**src/hrd_pkg.sv**
```systemverilog
`default_nettype none

package hrd_pkg;

    // Depth of the code tree store; a power of two so that positions wrap by masking.
    localparam int TREE_WORDS = 1024;
    localparam int TREE_AW    = $clog2(TREE_WORDS);

    // Input word layout on s_axis_tdata.
    localparam int IN_DATA_W  = 40;
    localparam int IDX_LSB    = 0;
    localparam int WORD_LSB   = 10;
    localparam int BYTE_LSB   = 26;

    // Output word layout on m_axis_tdata.
    localparam int OUT_DATA_W = 24;

    // Low bytes of a control leaf seen in literal mode.
    localparam logic [7:0] ARM_COUNT15 = 8'h00;
    localparam logic [7:0] ARM_COUNT16 = 8'h01;

    typedef enum logic {
        CMD_LOAD   = 1'b0,
        CMD_DECODE = 1'b1
    } t_cmd_e;

    typedef enum logic [1:0] {
        MODE_LITERAL = 2'd0,
        MODE_COUNT15 = 2'd1,
        MODE_COUNT_HI = 2'd2,
        MODE_COUNT_LO = 2'd3
    } t_mode_e;

    typedef enum logic [1:0] {
        ST_IDLE   = 2'd0,
        ST_WALK   = 2'd1,
        ST_FINISH = 2'd2
    } t_state_e;

    // Commands from the controller to the datapath.
    typedef struct packed {
        logic load;    // write one tree word
        logic start;   // latch a code byte and read the node for its first bit
        logic step;    // process the node read for the current bit
        logic issue;   // read the node for the next bit as part of the step
        logic finish;  // close the byte: flag the held run, apply stream end
    } t_dp_cmd;

    // Status from the datapath to the controller.
    typedef struct packed {
        logic step_block;
        logic finish_block;
    } t_dp_stat;

    function automatic logic [TREE_AW-1:0] to_tree_addr(input logic [15:0] v);
        return v[TREE_AW-1:0];
    endfunction

endpackage

`default_nettype wire

```
**src/hrd_ctrl.sv**
```systemverilog
`default_nettype none

module hrd_ctrl (
    input  wire logic              i_clk,
    input  wire logic              i_rst_n,
    input  wire logic              i_in_valid,
    input  wire logic              i_in_cmd,
    output logic                   o_in_ready,
    input  wire hrd_pkg::t_dp_stat i_stat,
    output hrd_pkg::t_dp_cmd       o_cmd
);

    hrd_pkg::t_state_e r_state, n_state;
    logic [2:0]        r_bit_cnt, n_bit_cnt;

    always_ff @(posedge i_clk) begin
        if (!i_rst_n) begin
            r_state   <= hrd_pkg::ST_IDLE;
            r_bit_cnt <= '0;
        end else begin
            r_state   <= n_state;
            r_bit_cnt <= n_bit_cnt;
        end
    end

    always_comb begin
        n_state    = r_state;
        n_bit_cnt  = r_bit_cnt;
        o_in_ready = 1'b0;
        o_cmd      = '0;
        unique case (r_state)
            hrd_pkg::ST_IDLE: begin
                o_in_ready = 1'b1;
                if (i_in_valid) begin
                    if (i_in_cmd == hrd_pkg::CMD_LOAD) begin
                        o_cmd.load = 1'b1;
                    end else begin
                        o_cmd.start = 1'b1;
                        n_bit_cnt   = '0;
                        n_state     = hrd_pkg::ST_WALK;
                    end
                end
            end
            hrd_pkg::ST_WALK: begin
                if (!i_stat.step_block) begin
                    o_cmd.step  = 1'b1;
                    o_cmd.issue = (r_bit_cnt != 3'd7);
                    n_bit_cnt   = r_bit_cnt + 3'd1;
                    if (r_bit_cnt == 3'd7) begin
                        n_state = hrd_pkg::ST_FINISH;
                    end
                end
            end
            hrd_pkg::ST_FINISH: begin
                if (!i_stat.finish_block) begin
                    o_cmd.finish = 1'b1;
                    n_state      = hrd_pkg::ST_IDLE;
                end
            end
            default: begin
                n_state = hrd_pkg::ST_IDLE;
            end
        endcase
    end

endmodule

`default_nettype wire

```
**config.mk**
```make
export PLATFORM = sky130hd
export DESIGN_NAME = hrd_ctrl
export DESIGN_NICKNAME = d
export VERILOG_FILES = /design/src/hrd_pkg.sv /design/src/hrd_ctrl.sv
export SDC_FILE = /design/constraint.sdc
export NUM_CORES = 1
export LEC_CHECK = 0
export ABC_AREA = 0
export BUFFER_PORTS_ARGS = -buffer_cell sky130_fd_sc_hd__buf_2
export CORE_AREA = 2 2 39 41
export CTS_CLUSTER_SIZE = 28
export DETAILED_ROUTE_END_ITERATION = 16
export DIE_AREA = 0 0 41 43
export GPL_TIMING_DRIVEN = 1
export SLEW_MARGIN = 5
export SYNTH_ARGS = -nofsm -noshare
export SYNTH_HDL_FRONTEND = slang
export SYNTH_SLANG_ARGS = --single-unit
```
**constraint.sdc**
```tcl
create_clock -name i_clk -period 1.65 [get_ports i_clk]
set_input_delay 0.33 -clock i_clk [delete_from_list [all_inputs] [get_ports i_clk]]
set_output_delay 0.33 -clock i_clk [all_outputs]
set_load 0.05 [all_outputs]
```
Word-level counts from Yosys, hierarchy flattened
Index checks and enable logic that the tools add are counted.
- register bits: 5
- input bits: 6
- logic and storage cells: 35
- output and inout port bits: 6
- muxes and demuxes: 19
- add/subtract/negate cells: 1
- reductions and logical operators: 4
- equality and inequality tests: 9
- operators by type and width (kind ; number):
    2-bit two-way mux ; 9
    2-bit != test (second input constant) ; 5
    3-bit two-way mux ; 3
    2-bit case mux with 3 select lines ; 1
    3-bit case mux with 2 select lines ; 1
    1-bit two-way mux ; 5
    5-bit AND reduction ; 1
    4-bit AND reduction ; 1
    3-bit by 1-bit adder with 3-bit output (second input constant) ; 1
    3-bit == test (second input constant) ; 1
    3-bit != test (second input constant) ; 1
    2-bit by 1-bit == test with 1-bit output (second input constant) ; 1
    2-bit == test (second input constant) ; 1
    2-bit logical NOT ; 1
    2-bit nonzero test ; 1

Logic depth before layout (Yosys ltp)
Gate-level depths: netlist (run 1).
- depth in word-level cells: 4
- gate-level depth with buffers: 5
- mapped depth without buffers: 5

Worst setup path before layout (run 1)
Ideal clock, no wire load.
- path kind: register to output
- from: register r_state[1]
- to: output port o_cmd[4] (netlist bit)
- cell stages (with the launch flop): 4
- slack: -490 ps
- arrival time: 1810 ps
- path buffers: 0
- required time: 1320 ps
- path through: dfxtp_1 nor2_1 nand2_1 nor2_1
- RTL lines (element ; line ; text):
    start, declared ; hrd_ctrl.sv:13 ; hrd_pkg::t_state_e r_state, n_state;
    start signal, assigned ; hrd_ctrl.sv:18 ; r_state <= hrd_pkg::ST_IDLE;
    start signal, assigned ; hrd_ctrl.sv:21 ; r_state <= n_state;
    end, declared ; hrd_ctrl.sv:10 ; output hrd_pkg::t_dp_cmd o_cmd

==> summary.md, run 1 <==
The layout cell share with drive strength beyond 1 came out at 44.00%. The top-level port count came out at 12. The count of placed standard cells including taps was 62; the proportion of power drawn by combinational gates was 21.8%. The number of buffers added on ports was 11. Switching part of the total: 28.08%. The pin count of the biggest net entering global routing was 9. Internal cell power: 242.4 uW.

Setup repair after global routing left no endpoint under its margin. The largest stage delay on the critical path works out to 0.44 ns. The tree is rooted in a clkbuf_4. Summing the areas of all fa, ha and maj instances in the mapped netlist gives 8.264% of the synthesized area. The cell depth of the worst hold path was 3; the wire length reported by the detailed router was 552 um.

The count of buffer and inverter cells on the critical path came out at 2. The class of the worst hold path is in -> reg. For the finished layout, the period the worst path requires is 1.578 ns.

Dividing the final minimum period by the clock period gives 95.63%. Summing the areas of all xor and xnor instances in the mapped netlist gives 0% of the synthesized area. The logs give 1384 sq um for the core box area and 0 for the post-detailed-route DRC marker count. The number of distinct library cells after synthesis was 15. The total overflow left after global routing is 0. For this run, the number of Yosys warnings is 0. Power spread over the standard cell area amounts to 767.4 nW/um^2. The critical path is of the reg -> out type. The critical path goes through or3b_1 > inv_1 > buf_4. Based on the critical path, the design can be clocked at up to 633.7 MHz. The logs give 337.0 uW for the total power and 41 for the net count after synthesis.

The standard cell with the maximum stage delay on the critical path was or3b_1. For the count of max-cap constraint violations, the log shows 0. In this run, synthesis produced a sequential element count of 5. The share of Yosys cell area claimed by the top area cell type is 33.06%, and the number of buffers on the longest clock path is 2. The clock latency reported for the late side of the worst-skew pair was 0.24 ns. The biggest area contributor in the post-synthesis netlist is dfxtp_1. The tools report the final count of pins violating max slew as 0. Once the floorplan was initialized, standard cells occupied 21.88% of the core. First-pass GRT wire length: 972 um.

Hold repair after CTS inserted 0 buffers. Summed over all nets, the switching power comes to 94.64 uW. The share of total power dissipated in the clock network is 40.9%. The detail route stage leaves a number of antenna-violating nets equal to 0. The mean instance size in the synthesized netlist is 9.175 sq um.

The cell area that synthesis handed to floorplanning was 302.8 sq um. Buffers inserted during clock tree synthesis total 3. Category of cells accounting for the largest share of critical-path delay: simple AND/OR/NAND/NOR gates. The analysis attributes to cell leakage a power of 0.2051 nW. The placer congestion estimate came out at 0.6155. The clock net in this run drives a total of 5 sinks. The critical path crosses 3 cells after its start point. H-tree depth: 1.

The width of the die is 41 um, and the number of inserted diodes is 0. The logs give 1.32 ns for the critical path required time and 3 for the iteration count of the initial detailed-routing pass. Along the worst path, the maximum fanout reaches 3. The worst register-to-register path has a depth of 5. The hold violation total from the final report was 0.

The tools report the layout net count as 59. At the worst endpoint, the arrival time is 1.25 ns. Most common cell after layout, fill and taps aside: buf_2.

Summing all placed instances gives a cell area of 404.1 sq um. The number of antenna violations at the first check in global routing was 0; the worst clock skew was 0.004976 ns. The number of cell rows was 14.

The library cells used most frequently in the layout, excluding fill and tap cells, are buf_2 (9), nand2_1 (6), dfxtp_1 (5), buf_4 (4). Dividing the detail-routed via count by the number of cells gives 4.258. The placed wire-length estimate was 455.6 um; the post-synthesis share of cell area spent on and, or, nand and nor gates was 41.32%. The normalized max-slew margin was 83.49%. The run gives 266 as the via count of the first global-routing pass. In the final routed layout, each cell accounts on average for 8.364 um.

Combinational family with the most area after synthesis: simple AND/OR/NAND/NOR gates. Sorting the synthesized cells by area gives the leading types as dfxtp_1 (33%), nand4bb_4 (9.1%), ha_1 (8.3%), nand2_1 (7.4%), o22ai_1 (6.2%). The clock transition at the register clock pins on the worst setup and hold paths after CTS is 0.04 ns, and the synthesized netlist cell count is 33.

Counting the fill cells in the layout gives 154. For the via count of the routed design, the log shows 281. With fillers left out, the area of the finished cells amounts to 439.2 sq um. Across the VDD grid, the largest voltage drop is 470.0 uV. The worst setup path is launched from a flip-flop.

The flow ran to the end, and the final reports show no timing, DRC or antenna violations. The overall routing resource usage is 8.543%. The tools report the non-filler instance count after layout as 66.

Sequential cells burn 37.4% of the power. The run gives 1763 sq um as the area enclosed by the die boundary. STA classifies the critical path endpoint as a primary output.

For the pin with the worst max-slew slack, the measured transition is 0.2494 ns. Post-CTS timing repair inserted 0 buffers for setup. Summing the sequential cell areas from Yosys gives 33.06% of the chip area. The total of endpoints with negative setup slack in the final report was 0; the height of the die was 43 um. The area growth from synthesis to layout is 45.04%.

DRC violation total after the first TritonRoute iteration: 6. TritonCTS built the clock tree. The share of the synthesized area in compound gates (AO/OA/AOI/OAI) came out at 11.16%.

Fraction of synthesized area in multiplexers: 0%.
-- metrics by stage --
step / util [%] / hold slack (ns) / setup TNS (ns) / setup WS (ns)
after detailed placement: 29.20 / 0.4659 / 0 / 0.1171
after floorplan: - / 0.4499 / -0.2435 / -0.2435
final: 31.74 / 0.3747 / 0 / 0.07204
after global routing: 31.74 / 0.3978 / 0 / 0.01066
after CTS: 31.46 / 0.3653 / 0 / 0.02418
after global placement: 29.20 / 0.4559 / 0 / 0.1353
-- kinds of logic after synthesis --
logic type               Yosys count
AO/OA/AOI/OAI                      5
flip-flops                         5
buffers and inverters              3
adder cells (fa/ha/maj)            2
AND/OR/NAND/NOR                   18
-- worst min-delay path: cells and delay by family --
family / cells / cell delay (ns)
buffers and inverters: 1 / 0.11
AND/OR/NAND/NOR: 1 / 0.07
AO/OA/AOI/OAI: 1 / 0.05
-- worst paths after layout --
kind	from	to	slack, ns
max	r_state[1]	o_cmd[2]	0.07
min	i_stat[0]	r_state[1]	0.37
max reg2reg	r_bit_cnt[0]	r_state[1]	0.30
min reg2reg	r_bit_cnt[1]	r_bit_cnt[1]	0.47
-- cell usage after synthesis --
library cell,count
buf_6,1
nand2b_1,2
nand4bb_4,1
nand3b_1,2
nand2_4,1
or3b_1,2
nand2_1,6
ha_1,2
nor2_1,3
o22ai_1,3
nor3b_1,1
a21boi_0,1
dfxtp_1,5
inv_1,2
a21boi_1,1
-- power groups by stage --
stage / Clock [mW] / Sequential, mW / Combinational [mW]
2_1_floorplan: 0 / 0.130 / 0.0488
3_3_place_gp: 0 / 0.128 / 0.0711
3_5_place_dp: 0 / 0.128 / 0.0717
4_1_cts: 0.146 / 0.126 / 0.0732
5_1_grt: 0.150 / 0.126 / 0.0810
6_report: 0.138 / 0.126 / 0.0733
-- repair_timing --
item	CTS	global route
pin swaps	0	0
setup endpoints to repair	2	1
resized for setup	2	1
-- state kept, by name, indices dropped and copies added, names as in the netlist --
name	count
r_bit_cnt	3
r_state	2
-- routing by layer --
layer / vias up / GRT usage (%) / part of all wire [%]
met1: 122 / 8.710 / 45
met3: 0 / 7.853 / 8.9
met4: 0 / 2.000 / 0
met2: 12 / 12.50 / 46
li1: 147 / - / -
met5: - / 0 / 0
-- final cells by class --
cell class	instances	area [sq um]	share of cell area, %
multi-input cells	25	198.9	45.30
flip-flops and latches	5	100.1	22.79
repair buffers	14	86.33	19.66
clock buffers	4	26.28	5.983
well taps	16	20.02	4.558
inverters	2	7.507	1.709
Note: power is estimated with default switching activity, not from simulation.
==> run 2: changes to the inputs <==
--- a/config.mk
+++ b/config.mk
@@ -12,7 +12,7 @@
 export DETAILED_ROUTE_END_ITERATION = 16
 export DIE_AREA = 0 0 41 43
 export GPL_TIMING_DRIVEN = 1
-export SLEW_MARGIN = 5
+export SLEW_MARGIN = 20
 export SYNTH_ARGS = -nofsm -noshare
 export SYNTH_HDL_FRONTEND = slang
 export SYNTH_SLANG_ARGS = --single-unit
==> constraint.sdc (replaced) <==
create_clock -name i_clk -period 1.65 [get_ports i_clk]
set_input_delay 0.33 -clock i_clk [delete_from_list [all_inputs] [get_ports i_clk]]
set_output_delay 0.33 -clock i_clk [all_outputs]
set_load 0.02 [all_outputs]
==> run 2 against run 1 <==
Effect of this change:
- largest cell class unchanged
- worst setup slack improved by 0.014 ns
- clock-buffer cell count unchanged
- non-clock buffer count decreased by 2
- sequential power about the same
- global-route usage about the same
- critical path type unchanged
- clock skew decreased by 0.0047 ns
- first-iteration DRC count decreased by 50%
- final area decreased by 7.1%
- flip-flop and latch count unchanged
==> summary.md, run 2 (same netlist as run 1, synthesis figures left out) <==
From left edge to right edge, the die measures 41 um. Power spread over the standard cell area amounts to 777.9 nW/um^2. The run gives 0.24 ns as the clock latency reported for the late side of the worst-skew pair. The tree is rooted in a clkbuf_4.

The worst setup path is launched from a flip-flop. The library cells used most frequently in the layout, excluding fill and tap cells, are buf_2 (11), nand2_1 (6). The analysis attributes to cell leakage a power of 0.1938 nW.

The count of filler cells inserted in the layout came out at 172. Entering global routing, the biggest net connects 9 pins. Setup slack on the critical path of the routed design comes to 0.08576 ns.

Setup repair after global routing left no endpoint under its margin. The path class of the tightest hold or removal check is in -> reg. The congestion estimate from routability-driven global placement came to 0.6532. During placement, the flow inserted port buffers numbering 11. Startpoint-to-endpoint class of the critical path: reg -> out. The wire length reported by the detailed router is 593 um, and the critical path required time is 1.32 ns. Clock transition at the register clock pins on the worst setup and hold paths after CTS: 0.04 ns. The iteration count of the initial detailed-routing pass was 2.

The worst-case IR drop observed on VDD is 305.9 uV. The clock passes through at most 2 buffers. The hold violation total from the final report is 0. The worst setup path is captured at a primary output. In this run, the number of DRC markers left after iteration 0 of detailed routing was 3.

The repair_antennas step left the layout with diodes totalling 0. The logs give 1 for the H-tree depth and 0.33 ns for the worst reg-to-reg setup slack. The final critical path takes up 94.80% of the cycle. Setup total negative slack on the finished layout was measured at 0 ns. Number of flip-flops in the largest register: 3. The register with the most flip-flops in the final layout is r_bit_cnt. The flow ran to the end, and the final reports show no timing, DRC or antenna violations. The core box area came out at 1384 sq um.

Using the TritonRoute via totals, the vias-per-cell ratio works out to 4.281. The number of hold buffers added after CTS was 0. For the count of max-cap constraint violations, the log shows 0.

For this configuration, the core starts out at a cell density of 21.88%. The floorplan has 14 rows. The logs give 0.3644 ns for the final worst hold slack and 639.3 MHz for the maximum frequency from static timing analysis.

The finished cells cover 407.9 sq um. The first global-routing pass estimated 945 um of wire. For the via count of the first global-routing pass, the log shows 245. At the pin with the least slew margin, the transition time is 0.1402 ns. Leaving out fill and tap cells, the most frequent cell in the layout is buf_2. In this run, CTS created clock tree buffers numbering 3. The non-filler instance count after layout is 64, and the worst clock skew is 0.0002348 ns. The run gives 374.1 sq um as the cell area reported after detailed placement. Along the worst path, the maximum fanout reaches 7. For this run, design rule violations remaining after detail routing come to 0.

The minimum period implied by the final worst setup slack was 1.564 ns; the area growth from synthesis to final layout was 34.71%. The largest registers in the layout are r_bit_cnt x3, r_state x2. The total overflow left after global routing is 0.

The wire-length estimate of the detail-placed layout is 438 um. Measured against its own limit, the worst slew margin works out to 90.63%. For the number of antenna violations at the first check in global routing, the log shows 0.

Layout net count: 57. TritonCTS built the clock tree. Counting every sink on the clock net gives 5. The logs give 8.560% for the overall routing resource usage and 1.23 ns for the worst endpoint data arrival time.

The run gives 0 as the final count of pins violating max slew. The die is 43 um tall. Average wire per cell in the routed design: 9.266 um. Setup violations remaining at the end of the flow were counted as 0. The routed layout has 274 vias. For this design the top-level I/O count stands at 12. The layout cell share with drive strength beyond 1 is 41.67%, and the worst setup slack before clock tree synthesis is 0.2452 ns. The number of nets with antenna violations after routing came out at 0.

The number of placed instances, taps included, is 60. The floorplan step defined a die boundary enclosing 1763 sq um.
==> run 2: power breakdown <==
group | switching (mW) | internal (mW) | total [mW] | leakage [nW]
logic | 0.0272 | 0.0230 | 0.0503 | 0.137
registers | 0.00352 | 0.124 | 0.128 | 0.0417
clock network | 0.0481 | 0.0913 | 0.139 | 0.0150
==> run 2: cell type report <==
type | instances | area [sq um] | area share (%)
Timing Repair Buffer | 12 | 62.56 | 15.34
Tap cell | 16 | 20.02 | 4.908
Sequential cell | 5 | 105.1 | 25.77
Clock buffer | 4 | 26.28 | 6.442
Multi-Input combinational cell | 25 | 186.4 | 45.71
Inverter | 2 | 7.507 | 1.840
==> run 2: worst paths after layout <==
kind | depth (start not counted) | from | endpoint
min | 3 | i_stat[0] | r_state[1]
max | 3 | r_state[0] | o_cmd[1]
min reg2reg | 2 | r_bit_cnt[2] | r_bit_cnt[2]
max reg2reg | 5 | r_bit_cnt[0] | r_state[1]
==> run 2: stage by stage <==
step / power (mW) / util (%)
2_1_floorplan: 0.1609 / -
3_3_place_gp: 0.1787 / 27.03
3_5_place_dp: 0.1794 / 27.03
4_1_cts: 0.3281 / 29.02
5_1_grt: 0.3430 / 29.48
6_report: 0.3173 / 29.48
==> run 2: timing repair <==
item	4_1_cts	5_1_grt
endpoints found under the hold margin	0	0
setup endpoints to repair	1	1
resized for setup	1	3
setup buffers	0	0
==> run 2: metal layers <==
| layer | up-vias | part of all wire [%] | track usage [%] |
|---|---|---|---|
| met4 | 0 | 1.0 | 8.000 |
| met2 | 10 | 49 | 10.00 |
| li1 | 145 | - | - |
| met1 | 117 | 40 | 10.39 |
| met5 | - | 0 | 0 |
| met3 | 2 | 9.8 | 4.712 |
==> run 2: critical path, stage by stage, from the launching register on <==
cell     delay, ns
dfxtp_4       0.36
or3b_4        0.39
nor2_1        0.08
buf_2         0.16
